## src/rtl/rtlpm_pkg.sv

```systemverilog
`timescale 1ns / 1ps
// ----------------------------------------------------------------------------
// rtlpm_pkg
// Shared widths, operation and status codes, controller/datapath structs and
// helper functions for the IPv4 route table with longest-prefix-match lookup.
// ----------------------------------------------------------------------------
package rtlpm_pkg;

   localparam int DEFAULT_TABLE_DEPTH = 16;

   localparam int FUNC_W  = 3;
   localparam int ADDR_W  = 32;
   localparam int ORD_W   = 8;
   localparam int STAT_W  = 2;
   localparam int COUNT_W = 9;
   localparam int LEN_W   = 6;

   localparam logic [FUNC_W-1:0] FUNC_LOOKUP   = 3'd0;
   localparam logic [FUNC_W-1:0] FUNC_ADD      = 3'd1;
   localparam logic [FUNC_W-1:0] FUNC_REMOVE   = 3'd2;
   localparam logic [FUNC_W-1:0] FUNC_CLEAR    = 3'd3;
   localparam logic [FUNC_W-1:0] FUNC_SNAPSHOT = 3'd4;

   localparam logic [STAT_W-1:0] STATUS_OK       = 2'd0;
   localparam logic [STAT_W-1:0] STATUS_FULL     = 2'd1;
   localparam logic [STAT_W-1:0] STATUS_NOTFOUND = 2'd2;

   // Commands from the controller to the datapath.
   typedef struct packed {
      logic load;   // latch the request and start the operation
      logic issue;  // read the next table entry
      logic eval;   // the scan is active, evaluate the entry read last cycle
      logic emit;   // load the result register
   } cmd_type;

   // Status from the datapath to the controller.
   typedef struct packed {
      logic need_scan;   // the offered request walks the table
      logic issue_done;  // every entry has been read
      logic scan_stop;   // the entry under evaluation ends the scan
      logic out_free;    // the result register can take a new result
   } stat_type;

   // Population count done per byte so that each chain stays short.
   function automatic logic [LEN_W-1:0] popcount32(input logic [ADDR_W-1:0] value);
      logic [3:0]       byte_cnt [4];
      logic [LEN_W-1:0] total;
      for (int b = 0; b < 4; b++) begin
         byte_cnt[b] = 4'd0;
         for (int k = 0; k < 8; k++) begin
            byte_cnt[b] = byte_cnt[b] + {3'd0, value[8*b+k]};
         end
      end
      total = {2'd0, byte_cnt[0]} + {2'd0, byte_cnt[1]} +
              {2'd0, byte_cnt[2]} + {2'd0, byte_cnt[3]};
      return total;
   endfunction

endpackage

```

## src/rtl/rtlpm_req_if.sv

```systemverilog
`timescale 1ns / 1ps
// ----------------------------------------------------------------------------
// rtlpm_req_if
// Request channel of the route table: operation code and its operands.
// ----------------------------------------------------------------------------
interface rtlpm_req_if;
   import rtlpm_pkg::*;

   logic              valid;
   logic              ready;
   logic [FUNC_W-1:0] func;
   logic [ADDR_W-1:0] addr;
   logic [ADDR_W-1:0] mask;
   logic [ADDR_W-1:0] next_gateway;
   logic [ORD_W-1:0]  ordinal;

   modport source (output valid, func, addr, mask, next_gateway, ordinal, input ready);
   modport sink   (input valid, func, addr, mask, next_gateway, ordinal, output ready);
endinterface

```

## src/rtl/rtlpm_rsp_if.sv

```systemverilog
`timescale 1ns / 1ps
// ----------------------------------------------------------------------------
// rtlpm_rsp_if
// Response channel of the route table: status, lookup answer, snapshot entry.
// ----------------------------------------------------------------------------
interface rtlpm_rsp_if;
   import rtlpm_pkg::*;

   logic               valid;
   logic               ready;
   logic [STAT_W-1:0]  status;
   logic [ADDR_W-1:0]  hop_addr;
   logic [ADDR_W-1:0]  entry_network;
   logic [ADDR_W-1:0]  entry_mask;
   logic [ADDR_W-1:0]  entry_gateway;
   logic [COUNT_W-1:0] route_count;

   modport source (output valid, status, hop_addr, entry_network, entry_mask,
                   entry_gateway, route_count, input ready);
   modport sink   (input valid, status, hop_addr, entry_network, entry_mask,
                   entry_gateway, route_count, output ready);
endinterface

```

## src/rtl/rtlpm_ctrl.sv

```systemverilog
`timescale 1ns / 1ps
// ----------------------------------------------------------------------------
// rtlpm_ctrl
// Operation sequencer: accepts a request, runs the table scan and hands the
// result to the output register.
// ----------------------------------------------------------------------------
module rtlpm_ctrl (
   input  logic                clock,
   input  logic                reset,
   input  logic                req_valid,
   output logic                req_ready,
   output rtlpm_pkg::cmd_type  cmd,
   input  rtlpm_pkg::stat_type stat
);
   import rtlpm_pkg::*;

   localparam logic [1:0] ST_IDLE   = 2'd0;
   localparam logic [1:0] ST_SCAN   = 2'd1;
   localparam logic [1:0] ST_FINISH = 2'd2;

   logic [1:0] state_ff;
   logic [1:0] state_in;

   assign req_ready = (state_ff == ST_IDLE);

   always_comb begin
      cmd.load  = req_valid && req_ready;
      cmd.eval  = (state_ff == ST_SCAN);
      cmd.issue = (state_ff == ST_SCAN) && !stat.issue_done && !stat.scan_stop;
      cmd.emit  = (state_ff == ST_FINISH) && stat.out_free;
   end

   always_comb begin
      state_in = state_ff;
      unique case (state_ff)
         ST_IDLE: begin
            if (cmd.load) begin
               state_in = stat.need_scan ? ST_SCAN : ST_FINISH;
            end
         end
         ST_SCAN: begin
            if (stat.scan_stop) begin
               state_in = ST_FINISH;
            end
         end
         ST_FINISH: begin
            if (stat.out_free) begin
               state_in = ST_IDLE;
            end
         end
         default: state_in = ST_IDLE;
      endcase
   end

   always_ff @(posedge clock) begin
      if (reset) begin
         state_ff <= ST_IDLE;
      end else begin
         state_ff <= state_in;
      end
   end

endmodule

```

## src/rtl/rtlpm_dpath.sv

```systemverilog
`timescale 1ns / 1ps
// ----------------------------------------------------------------------------
// rtlpm_dpath
// Route table storage, one-entry-per-cycle scan pipeline, per-operation
// evaluation and the result register.
// ----------------------------------------------------------------------------
module rtlpm_dpath #(
   parameter int TABLE_DEPTH = rtlpm_pkg::DEFAULT_TABLE_DEPTH
) (
   input  logic                                clock,
   input  logic                                reset,
   input  rtlpm_pkg::cmd_type                  cmd,
   output rtlpm_pkg::stat_type                 stat,
   input  logic [rtlpm_pkg::FUNC_W-1:0]        req_func,
   input  logic [rtlpm_pkg::ADDR_W-1:0]        req_addr,
   input  logic [rtlpm_pkg::ADDR_W-1:0]        req_mask,
   input  logic [rtlpm_pkg::ADDR_W-1:0]        req_next_gateway,
   input  logic [rtlpm_pkg::ORD_W-1:0]         req_ordinal,
   output logic                                rsp_valid,
   input  logic                                rsp_ready,
   output logic [rtlpm_pkg::STAT_W-1:0]        rsp_status,
   output logic [rtlpm_pkg::ADDR_W-1:0]        rsp_hop_addr,
   output logic [rtlpm_pkg::ADDR_W-1:0]        rsp_entry_network,
   output logic [rtlpm_pkg::ADDR_W-1:0]        rsp_entry_mask,
   output logic [rtlpm_pkg::ADDR_W-1:0]        rsp_entry_gateway,
   output logic [rtlpm_pkg::COUNT_W-1:0]       rsp_route_count
);
   import rtlpm_pkg::*;

   localparam int IDX_W = (TABLE_DEPTH > 1) ? $clog2(TABLE_DEPTH) : 1;
   localparam int CNT_W = $clog2(TABLE_DEPTH + 1);
   localparam logic [CNT_W-1:0] DEPTH_CNT = CNT_W'(TABLE_DEPTH);
   localparam logic [IDX_W-1:0] LAST_IDX  = IDX_W'(TABLE_DEPTH - 1);

   // Table storage. Data of free slots is never observed, so the memories
   // need no clearing; the valid bits live in flip-flops.
   logic [ADDR_W-1:0] net_mem  [TABLE_DEPTH];
   logic [ADDR_W-1:0] mask_mem [TABLE_DEPTH];
   logic [ADDR_W-1:0] gw_mem   [TABLE_DEPTH];
   logic [TABLE_DEPTH-1:0] valid_ff;
   logic [CNT_W-1:0]       count_ff;

   // Latched request.
   logic [FUNC_W-1:0] func_ff;
   logic [ADDR_W-1:0] addr_ff;
   logic [ADDR_W-1:0] mask_ff;
   logic [ADDR_W-1:0] gw_ff;
   logic [ORD_W-1:0]  ord_ff;

   // Scan pipeline.
   logic [CNT_W-1:0]  iss_cnt_ff;
   logic [IDX_W-1:0]  iss_idx;
   logic              s1_vld_ff;
   logic [IDX_W-1:0]  s1_idx_ff;
   logic              s1_bit_ff;
   logic [ADDR_W-1:0] rd_net_ff;
   logic [ADDR_W-1:0] rd_mask_ff;
   logic [ADDR_W-1:0] rd_gw_ff;

   // Operation accumulators.
   logic              found_ff;
   logic [COUNT_W-1:0] seen_ff;
   logic [LEN_W-1:0]  best_len_ff;
   logic [ADDR_W-1:0] best_gw_ff;
   logic [ADDR_W-1:0] e_net_ff;
   logic [ADDR_W-1:0] e_mask_ff;
   logic [ADDR_W-1:0] e_gw_ff;

   // Result register.
   logic               out_valid_ff;
   logic [STAT_W-1:0]  out_status_ff;
   logic [ADDR_W-1:0]  out_hop_ff;
   logic [ADDR_W-1:0]  out_net_ff;
   logic [ADDR_W-1:0]  out_mask_ff;
   logic [ADDR_W-1:0]  out_gw_ff;
   logic [COUNT_W-1:0] out_count_ff;

   logic              upd;
   logic              entry_match;
   logic [LEN_W-1:0]  cand_len;
   logic              hit;
   logic              lk_better;
   logic              wr_en;
   logic              rm_hit;
   logic [STAT_W-1:0] res_status;
   logic [ADDR_W-1:0] res_hop;

   assign iss_idx = iss_cnt_ff[IDX_W-1:0];
   assign upd     = s1_vld_ff && cmd.eval;

   assign entry_match = (addr_ff & rd_mask_ff) == rd_net_ff;
   assign cand_len    = popcount32(rd_mask_ff);

   always_comb begin
      hit = 1'b0;
      unique case (func_ff)
         FUNC_ADD:      hit = !s1_bit_ff;
         FUNC_REMOVE:   hit = s1_bit_ff && entry_match;
         FUNC_SNAPSHOT: hit = s1_bit_ff && (seen_ff == {1'b0, ord_ff});
         default:       hit = 1'b0;
      endcase
   end

   assign lk_better = upd && (func_ff == FUNC_LOOKUP) && s1_bit_ff && entry_match &&
                      (!found_ff || (cand_len > best_len_ff));
   assign wr_en     = upd && hit && (func_ff == FUNC_ADD);
   assign rm_hit    = upd && hit && (func_ff == FUNC_REMOVE);

   always_comb begin
      stat.need_scan  = (req_func == FUNC_LOOKUP) || (req_func == FUNC_ADD) ||
                        (req_func == FUNC_REMOVE) || (req_func == FUNC_SNAPSHOT);
      stat.issue_done = (iss_cnt_ff == DEPTH_CNT);
      stat.scan_stop  = s1_vld_ff && (hit || (s1_idx_ff == LAST_IDX));
      stat.out_free   = !out_valid_ff || rsp_ready;
   end

   // Table memories: one write port for add, one registered read port.
   always_ff @(posedge clock) begin
      if (wr_en) begin
         net_mem[s1_idx_ff]  <= addr_ff & mask_ff;
         mask_mem[s1_idx_ff] <= mask_ff;
         gw_mem[s1_idx_ff]   <= gw_ff;
      end
      rd_net_ff  <= net_mem[iss_idx];
      rd_mask_ff <= mask_mem[iss_idx];
      rd_gw_ff   <= gw_mem[iss_idx];
   end

   always_ff @(posedge clock) begin
      if (reset) begin
         valid_ff <= '0;
         count_ff <= '0;
      end else if (cmd.load && (req_func == FUNC_CLEAR)) begin
         valid_ff <= '0;
         count_ff <= '0;
      end else if (wr_en) begin
         valid_ff[s1_idx_ff] <= 1'b1;
         count_ff            <= count_ff + 1'b1;
      end else if (rm_hit) begin
         valid_ff[s1_idx_ff] <= 1'b0;
         count_ff            <= count_ff - 1'b1;
      end
   end

   always_ff @(posedge clock) begin
      if (reset) begin
         s1_vld_ff  <= 1'b0;
         iss_cnt_ff <= '0;
         found_ff   <= 1'b0;
      end else begin
         s1_vld_ff <= cmd.issue;
         if (cmd.load) begin
            iss_cnt_ff <= '0;
            found_ff   <= 1'b0;
         end else begin
            if (cmd.issue) begin
               iss_cnt_ff <= iss_cnt_ff + 1'b1;
            end
            if ((upd && hit) || lk_better) begin
               found_ff <= 1'b1;
            end
         end
      end
   end

   always_ff @(posedge clock) begin
      s1_idx_ff <= iss_idx;
      s1_bit_ff <= valid_ff[iss_idx];
      if (cmd.load) begin
         func_ff     <= req_func;
         addr_ff     <= req_addr;
         mask_ff     <= req_mask;
         gw_ff       <= req_next_gateway;
         ord_ff      <= req_ordinal;
         seen_ff     <= '0;
         best_len_ff <= '0;
         best_gw_ff  <= '0;
         e_net_ff    <= '0;
         e_mask_ff   <= '0;
         e_gw_ff     <= '0;
      end else begin
         if (lk_better) begin
            best_len_ff <= cand_len;
            best_gw_ff  <= rd_gw_ff;
         end
         if (upd && (func_ff == FUNC_SNAPSHOT) && s1_bit_ff) begin
            seen_ff <= seen_ff + 1'b1;
            if (hit) begin
               e_net_ff  <= rd_net_ff;
               e_mask_ff <= rd_mask_ff;
               e_gw_ff   <= rd_gw_ff;
            end
         end
      end
   end

   always_comb begin
      res_status = STATUS_OK;
      unique case (func_ff)
         FUNC_LOOKUP, FUNC_REMOVE, FUNC_SNAPSHOT:
            res_status = found_ff ? STATUS_OK : STATUS_NOTFOUND;
         FUNC_ADD:
            res_status = found_ff ? STATUS_OK : STATUS_FULL;
         default:
            res_status = STATUS_OK;
      endcase
      res_hop = '0;
      if ((func_ff == FUNC_LOOKUP) && found_ff) begin
         // A zero gateway marks a directly attached network.
         res_hop = (best_gw_ff == '0) ? addr_ff : best_gw_ff;
      end
   end

   always_ff @(posedge clock) begin
      if (reset) begin
         out_valid_ff <= 1'b0;
      end else if (cmd.emit) begin
         out_valid_ff <= 1'b1;
      end else if (rsp_ready) begin
         out_valid_ff <= 1'b0;
      end
   end

   always_ff @(posedge clock) begin
      if (cmd.emit) begin
         out_status_ff <= res_status;
         out_hop_ff    <= res_hop;
         out_net_ff    <= e_net_ff;
         out_mask_ff   <= e_mask_ff;
         out_gw_ff     <= e_gw_ff;
         out_count_ff  <= COUNT_W'(count_ff);
      end
   end

   assign rsp_valid         = out_valid_ff;
   assign rsp_status        = out_status_ff;
   assign rsp_hop_addr      = out_hop_ff;
   assign rsp_entry_network = out_net_ff;
   assign rsp_entry_mask    = out_mask_ff;
   assign rsp_entry_gateway = out_gw_ff;
   assign rsp_route_count   = out_count_ff;

   a_count_tracks_valid: assert property (@(posedge clock) disable iff (reset)
      count_ff == CNT_W'($countones(valid_ff)))
      else $error("route count differs from the number of valid entries");

   a_add_into_free_slot: assert property (@(posedge clock) disable iff (reset)
      wr_en |-> (func_ff == FUNC_ADD) && !valid_ff[s1_idx_ff])
      else $error("add wrote into an occupied slot");

   a_remove_frees_slot: assert property (@(posedge clock) disable iff (reset)
      rm_hit |=> !valid_ff[$past(s1_idx_ff)])
      else $error("removed entry is still valid");

endmodule

```

## src/rtl/ipv4_route_table_lpm_unit.sv

```systemverilog
`timescale 1ns / 1ps
// ----------------------------------------------------------------------------
// ipv4_route_table_lpm_unit
// IPv4 route table with add, remove, clear, longest-prefix lookup and
// snapshot, scanned one entry per cycle.
// ----------------------------------------------------------------------------
// Usage: operations arrive on req_ch (func, addr, mask, next_gateway,
// ordinal) and each transfer produces exactly one result on rsp_ch
// (status, hop_addr, entry fields, route_count after the operation).
// Lookup walks every entry before its result is loaded. Add, remove and
// snapshot stop at the entry that satisfies them; clear and unused codes
// skip the scan and go straight to the result. The scan rate is set by
// the single registered read port of the table memory, read once per
// entry per cycle. One operation is in flight at a time; req_ch.ready
// returns in the cycle after the result is loaded, and a new request may
// enter while a result still waits on rsp_ch.
// If the receiver stalls, the result holds in the output register and the
// next operation waits before loading its own result.
// Reset (synchronous) empties the table at once and drops any pending
// result; there is no clearing pass.
// ----------------------------------------------------------------------------
module ipv4_route_table_lpm_unit #(
   parameter int TABLE_DEPTH = rtlpm_pkg::DEFAULT_TABLE_DEPTH
) (
   input logic         clock,
   input logic         reset,
   rtlpm_req_if.sink   req_ch,
   rtlpm_rsp_if.source rsp_ch
);
   import rtlpm_pkg::*;

   cmd_type  cmd;
   stat_type stat;

   rtlpm_ctrl u_ctrl (
      .clock     (clock),
      .reset     (reset),
      .req_valid (req_ch.valid),
      .req_ready (req_ch.ready),
      .cmd       (cmd),
      .stat      (stat)
   );

   rtlpm_dpath #(
      .TABLE_DEPTH (TABLE_DEPTH)
   ) u_dpath (
      .clock             (clock),
      .reset             (reset),
      .cmd               (cmd),
      .stat              (stat),
      .req_func          (req_ch.func),
      .req_addr          (req_ch.addr),
      .req_mask          (req_ch.mask),
      .req_next_gateway  (req_ch.next_gateway),
      .req_ordinal       (req_ch.ordinal),
      .rsp_valid         (rsp_ch.valid),
      .rsp_ready         (rsp_ch.ready),
      .rsp_status        (rsp_ch.status),
      .rsp_hop_addr      (rsp_ch.hop_addr),
      .rsp_entry_network (rsp_ch.entry_network),
      .rsp_entry_mask    (rsp_ch.entry_mask),
      .rsp_entry_gateway (rsp_ch.entry_gateway),
      .rsp_route_count   (rsp_ch.route_count)
   );

endmodule

```

## src/flat_wrapper.sv

```systemverilog
// flat-port wrapper written by rule: the top's interface ports become plain ports
module ipv4_route_table_lpm_unit_flat import rtlpm_pkg::*;
#(
   parameter int TABLE_DEPTH = rtlpm_pkg::DEFAULT_TABLE_DEPTH
)
  (clock, reset, req_ch_valid, req_ch_func, req_ch_addr, req_ch_mask, req_ch_next_gateway, req_ch_ordinal, req_ch_ready, rsp_ch_valid, rsp_ch_status, rsp_ch_hop_addr, rsp_ch_entry_network, rsp_ch_entry_mask, rsp_ch_entry_gateway, rsp_ch_route_count, rsp_ch_ready);
  rtlpm_req_if req_ch_i ();
  rtlpm_rsp_if rsp_ch_i ();
  input logic clock;
  input logic reset;
  input wire logic [$bits(req_ch_i.valid)-1:0] req_ch_valid;
  input wire logic [$bits(req_ch_i.func)-1:0] req_ch_func;
  input wire logic [$bits(req_ch_i.addr)-1:0] req_ch_addr;
  input wire logic [$bits(req_ch_i.mask)-1:0] req_ch_mask;
  input wire logic [$bits(req_ch_i.next_gateway)-1:0] req_ch_next_gateway;
  input wire logic [$bits(req_ch_i.ordinal)-1:0] req_ch_ordinal;
  output wire logic [$bits(req_ch_i.ready)-1:0] req_ch_ready;
  output wire logic [$bits(rsp_ch_i.valid)-1:0] rsp_ch_valid;
  output wire logic [$bits(rsp_ch_i.status)-1:0] rsp_ch_status;
  output wire logic [$bits(rsp_ch_i.hop_addr)-1:0] rsp_ch_hop_addr;
  output wire logic [$bits(rsp_ch_i.entry_network)-1:0] rsp_ch_entry_network;
  output wire logic [$bits(rsp_ch_i.entry_mask)-1:0] rsp_ch_entry_mask;
  output wire logic [$bits(rsp_ch_i.entry_gateway)-1:0] rsp_ch_entry_gateway;
  output wire logic [$bits(rsp_ch_i.route_count)-1:0] rsp_ch_route_count;
  input wire logic [$bits(rsp_ch_i.ready)-1:0] rsp_ch_ready;
  assign req_ch_i.valid = req_ch_valid;
  assign req_ch_i.func = req_ch_func;
  assign req_ch_i.addr = req_ch_addr;
  assign req_ch_i.mask = req_ch_mask;
  assign req_ch_i.next_gateway = req_ch_next_gateway;
  assign req_ch_i.ordinal = req_ch_ordinal;
  assign req_ch_ready = req_ch_i.ready;
  assign rsp_ch_valid = rsp_ch_i.valid;
  assign rsp_ch_status = rsp_ch_i.status;
  assign rsp_ch_hop_addr = rsp_ch_i.hop_addr;
  assign rsp_ch_entry_network = rsp_ch_i.entry_network;
  assign rsp_ch_entry_mask = rsp_ch_i.entry_mask;
  assign rsp_ch_entry_gateway = rsp_ch_i.entry_gateway;
  assign rsp_ch_route_count = rsp_ch_i.route_count;
  assign rsp_ch_i.ready = rsp_ch_ready;
  ipv4_route_table_lpm_unit #(.TABLE_DEPTH(TABLE_DEPTH)) u_core (.clock(clock), .reset(reset), .req_ch(req_ch_i), .rsp_ch(rsp_ch_i));
endmodule
```

## config.mk

```make
export PLATFORM = sky130hd
export DESIGN_NAME = ipv4_route_table_lpm_unit_flat
export DESIGN_NICKNAME = d
export VERILOG_FILES = /design/src/rtl/rtlpm_pkg.sv /design/src/rtl/rtlpm_req_if.sv /design/src/rtl/rtlpm_rsp_if.sv /design/src/rtl/rtlpm_ctrl.sv /design/src/rtl/rtlpm_dpath.sv /design/src/rtl/ipv4_route_table_lpm_unit.sv /design/src/flat_wrapper.sv
export SDC_FILE = /design/constraint.sdc
export NUM_CORES = 2
export LEC_CHECK = 0
export BUFFER_PORTS_ARGS = -buffer_cell sky130_fd_sc_hd__buf_2
export CORE_MARGIN = 3
export CORE_UTILIZATION = 25
export DETAILED_ROUTE_END_ITERATION = 10
export SLEW_MARGIN = 20
export SYNTH_ARGS = -nofsm -noshare
export SYNTH_HDL_FRONTEND = slang
export SYNTH_SLANG_ARGS = --single-unit
export TNS_END_PERCENT = 20
```

## constraint.sdc

```tcl
create_clock -name clock -period 10.1 [get_ports clock]
set_clock_uncertainty 0.15 [all_clocks]
set_input_delay 1.01 -clock clock [delete_from_list [all_inputs] [get_ports clock]]
set_output_delay 1.01 -clock clock [all_outputs]
set_load 0.01 [all_outputs]
```

==> run metrics <==
nature of the critical path endpoint=register; Worst EP arrival=just over 7 ns; Worst path max stage delay=0.59 ns; clock-pin slew on the worst setup and hold paths=~0.060 ns; unique cell type count in the Yosys netlist=61; routability cong.=0.834; yosys warns=0; H-tree Lvls=4; CTS tree=built; Initial Utilization=25.2%; slowest CP cell=buf_4; standard-cell rows=between 200 and 250; most frequent cells in the layout=edfxtp_1 (1778), mux4_2 (485), nand2_1 (300); Slew @ Worst Pin=1.16 ns; DRC Markers=0; Synth area leader=edfxtp_1; RSZ-0062 raised after global routing=false; number of setup buffers added after CTS=0; minimum clock period=6.64 ns; ranking of synthesized cells by area=edfxtp_1 (70%), mux4_2 (14%), dfxtp_1 (7.3%); via count=36900; Tot Pwr=between 15 and 20 mW; internal reg-to-reg setup slack=3.46 ns; Avg Vias per Cell=roughly 4.5; post-synthesis sequential area ratio=77.6%; WP data required=between 10 and 15 ns; clock root cell=clkbuf_16; share of synthesized registers carrying an async set or reset=0%; Largest regs=u_core.u_dpath.gw_mem: 512 flops, u_core.u_dpath.mask_mem: 512 flops, u_core.u_dpath.net_mem: 512 flops; clk_lat worst skew=roughly 0.90 ns; CP Class=register to register; NumNets Final=roughly 4100; CP Max Fanout=38; largest net degree at the start of global routing=136; 1st-pass router iterations=5; max-slew violations=0; Pwr Density=slightly above 200 nW/um^2; prevailing post-synth register cell=edfxtp_1; Fin. Hold Viols=0; DP Wirelength=121000 um; Fillers=29000; Netlist Area Pre-Place=75900 um^2; initial antenna violation count=33; clk buf depth=4; Mapped Avg Cell Area=around 21 um^2; fmax=about 150 MHz; Hold Path Class=input pin to register; EDFF count, synth=1778; setup TNS=0 ns; max cap viols=0; crit path cell chain=inv_1 -> fa_1 -> fa_1 -> fa_1 -> fa_1 -> fa_1 -> fa_1 -> inv_1 -> ha_1 -> fa_1 -> a21o_1 -> a21oi_1 -> xnor2_1 -> ha_1 -> nand4_1 -> o21ai_0 -> a21o_1 -> a21boi_4 -> buf_4 -> mux2i_1; Detail Route Antenna Nets=0; first-pass GRT wire length=between 200000 and 300000 um; critical path launch point type=register; routed wire length=just over 200000 um; I/O Buffers=247; # hold bufs at CTS=0; GRT Total Usage=13.1%; leak pwr=27.6 nW; Die ar.=310000 um^2; worst ir drop on vdd=~0.00014 V; Die Ht=557 um; status=complete, no violations; grt ovf=0; post-synth top area share=70.3%; post_cts resized=0; chip width=557 um; share of cells above drive strength 1=between 20 and 30%; area grow syn2layout=17.3%; cell count after synthesis=between 3000 and 4000; crit share post-route=between 60% and 70%; FF+latch count, synth=2053; Setup violations, final=0; Num Clock Sinks=2053; most frequent CP cell=fa_1; initial drt markers=3368; wire length per cell=between 20 and 30 um; I/O pin count=between 200 and 300; vias in the first global route=roughly 38000; Core ar.=around 300000 um^2; commonest non-fill, non-tap cell in the layout=edfxtp_1; Num CTS Buffers=210; Slew HR=22.8%
==> Yosys cell counts (7+ instances only) <==
master	count
a211oi_1	7
a21boi_0	8
a21o_1	14
a21oi_1	168
and2_1	33
and3_1	19
and3b_1	8
buf_1	31
buf_2	20
buf_4	10
clkbuf_1	108
dfxtp_1	275
edfxtp_1	1778
fa_1	25
ha_1	19
inv_1	54
mux2i_1	42
mux4_2	485
nand2_1	301
nand3_1	19
nand4_1	9
nor2_1	68
nor2b_1	8
nor4_1	8
o21ai_0	12
o22a_1	9
o41ai_1	13
or3_1	7
xnor2_1	11
xor2_1	8
==> final timing paths <==
kind                            startpoint                               end  cells past startpoint
min                        req_ch_addr[25]        u_core.u_dpath.addr_ff[25]                      1
max          u_core.u_dpath.rd_mask_ff[23]     u_core.u_dpath.best_gw_ff[29]                     20
max reg2reg  u_core.u_dpath.rd_mask_ff[23]     u_core.u_dpath.best_gw_ff[29]                     20
min reg2reg    u_core.u_dpath.e_mask_ff[9]  u_core.u_dpath.rsp_entry_mask[9]                      0
==> through the flow <==
stage	instances	hold WS (ns)	area [um^2]	util, %	setup WS [ns]
detailed placement	7732	0.267	82100	27.3	3.50
global route	8117	0.0895	89100	29.6	3.23
CTS	8116	0.0668	89100	29.6	3.47
finish	8125	0.131	89100	29.6	3.46
global placement	7732	0.264	82100	27.3	3.54
floorplan	3637	0.200	75900	-	1.10
==> worst max-delay path: cells and delay by family (launching register included) <==
kind                     cells  cell delay [ns]
buffers and inverters        3             0.71
XOR/XNOR                     1             0.17
flip-flops                   1             0.38
AND/OR/NAND/NOR              1             0.09
adder cells (fa/ha/maj)      9             3.91
AO/OA/AOI/OAI                5             0.76
multiplexers                 1             0.27
==> layout make-up <==
class                   instances  area [um^2]  share of cell area, %
diodes                          9         22.5                 0.0253
flip-flops and latches       2053        58900                   66.1
multi-input cells            1357        16200                   18.2
clock inverters               108         1180                   1.32
clock buffers                 276         5750                   6.45
repair buffers                309         1850                   2.08
well taps                    3958         4950                   5.56
inverters                      55          234                  0.263
==> kinds of logic after synthesis <==
group	Yosys count	share of synthesized area [%]
adders and majority gates	44	0.972
DFF	2053	77.6
buffers and inverters	227	1.26
AOI/OAI and AO/OA	255	2.01
muxes	527	14.9
and+or+nand+nor	508	3.02
xor gates and xnor gates	19	0.219
other	1	0.00494
==> metal layers <==
metal  routed length, um  global-route usage (%)  vias up
met4               10000                    5.77       12
li1                    -                       -    15400
met3               11200                    2.08      367
met2              104000                    22.4     1170
met1               82700                    16.5    19900
met5                  85                       0        -
==> power by group <==
group,internal (mW),switching [mW],total [mW]
Clock,4.53,3.30,7.83
Combinational,0.335,0.439,0.774
Sequential,9.31,0.151,9.46
Total,14.2,3.89,18.1
Power figures use the tool's default switching activity.
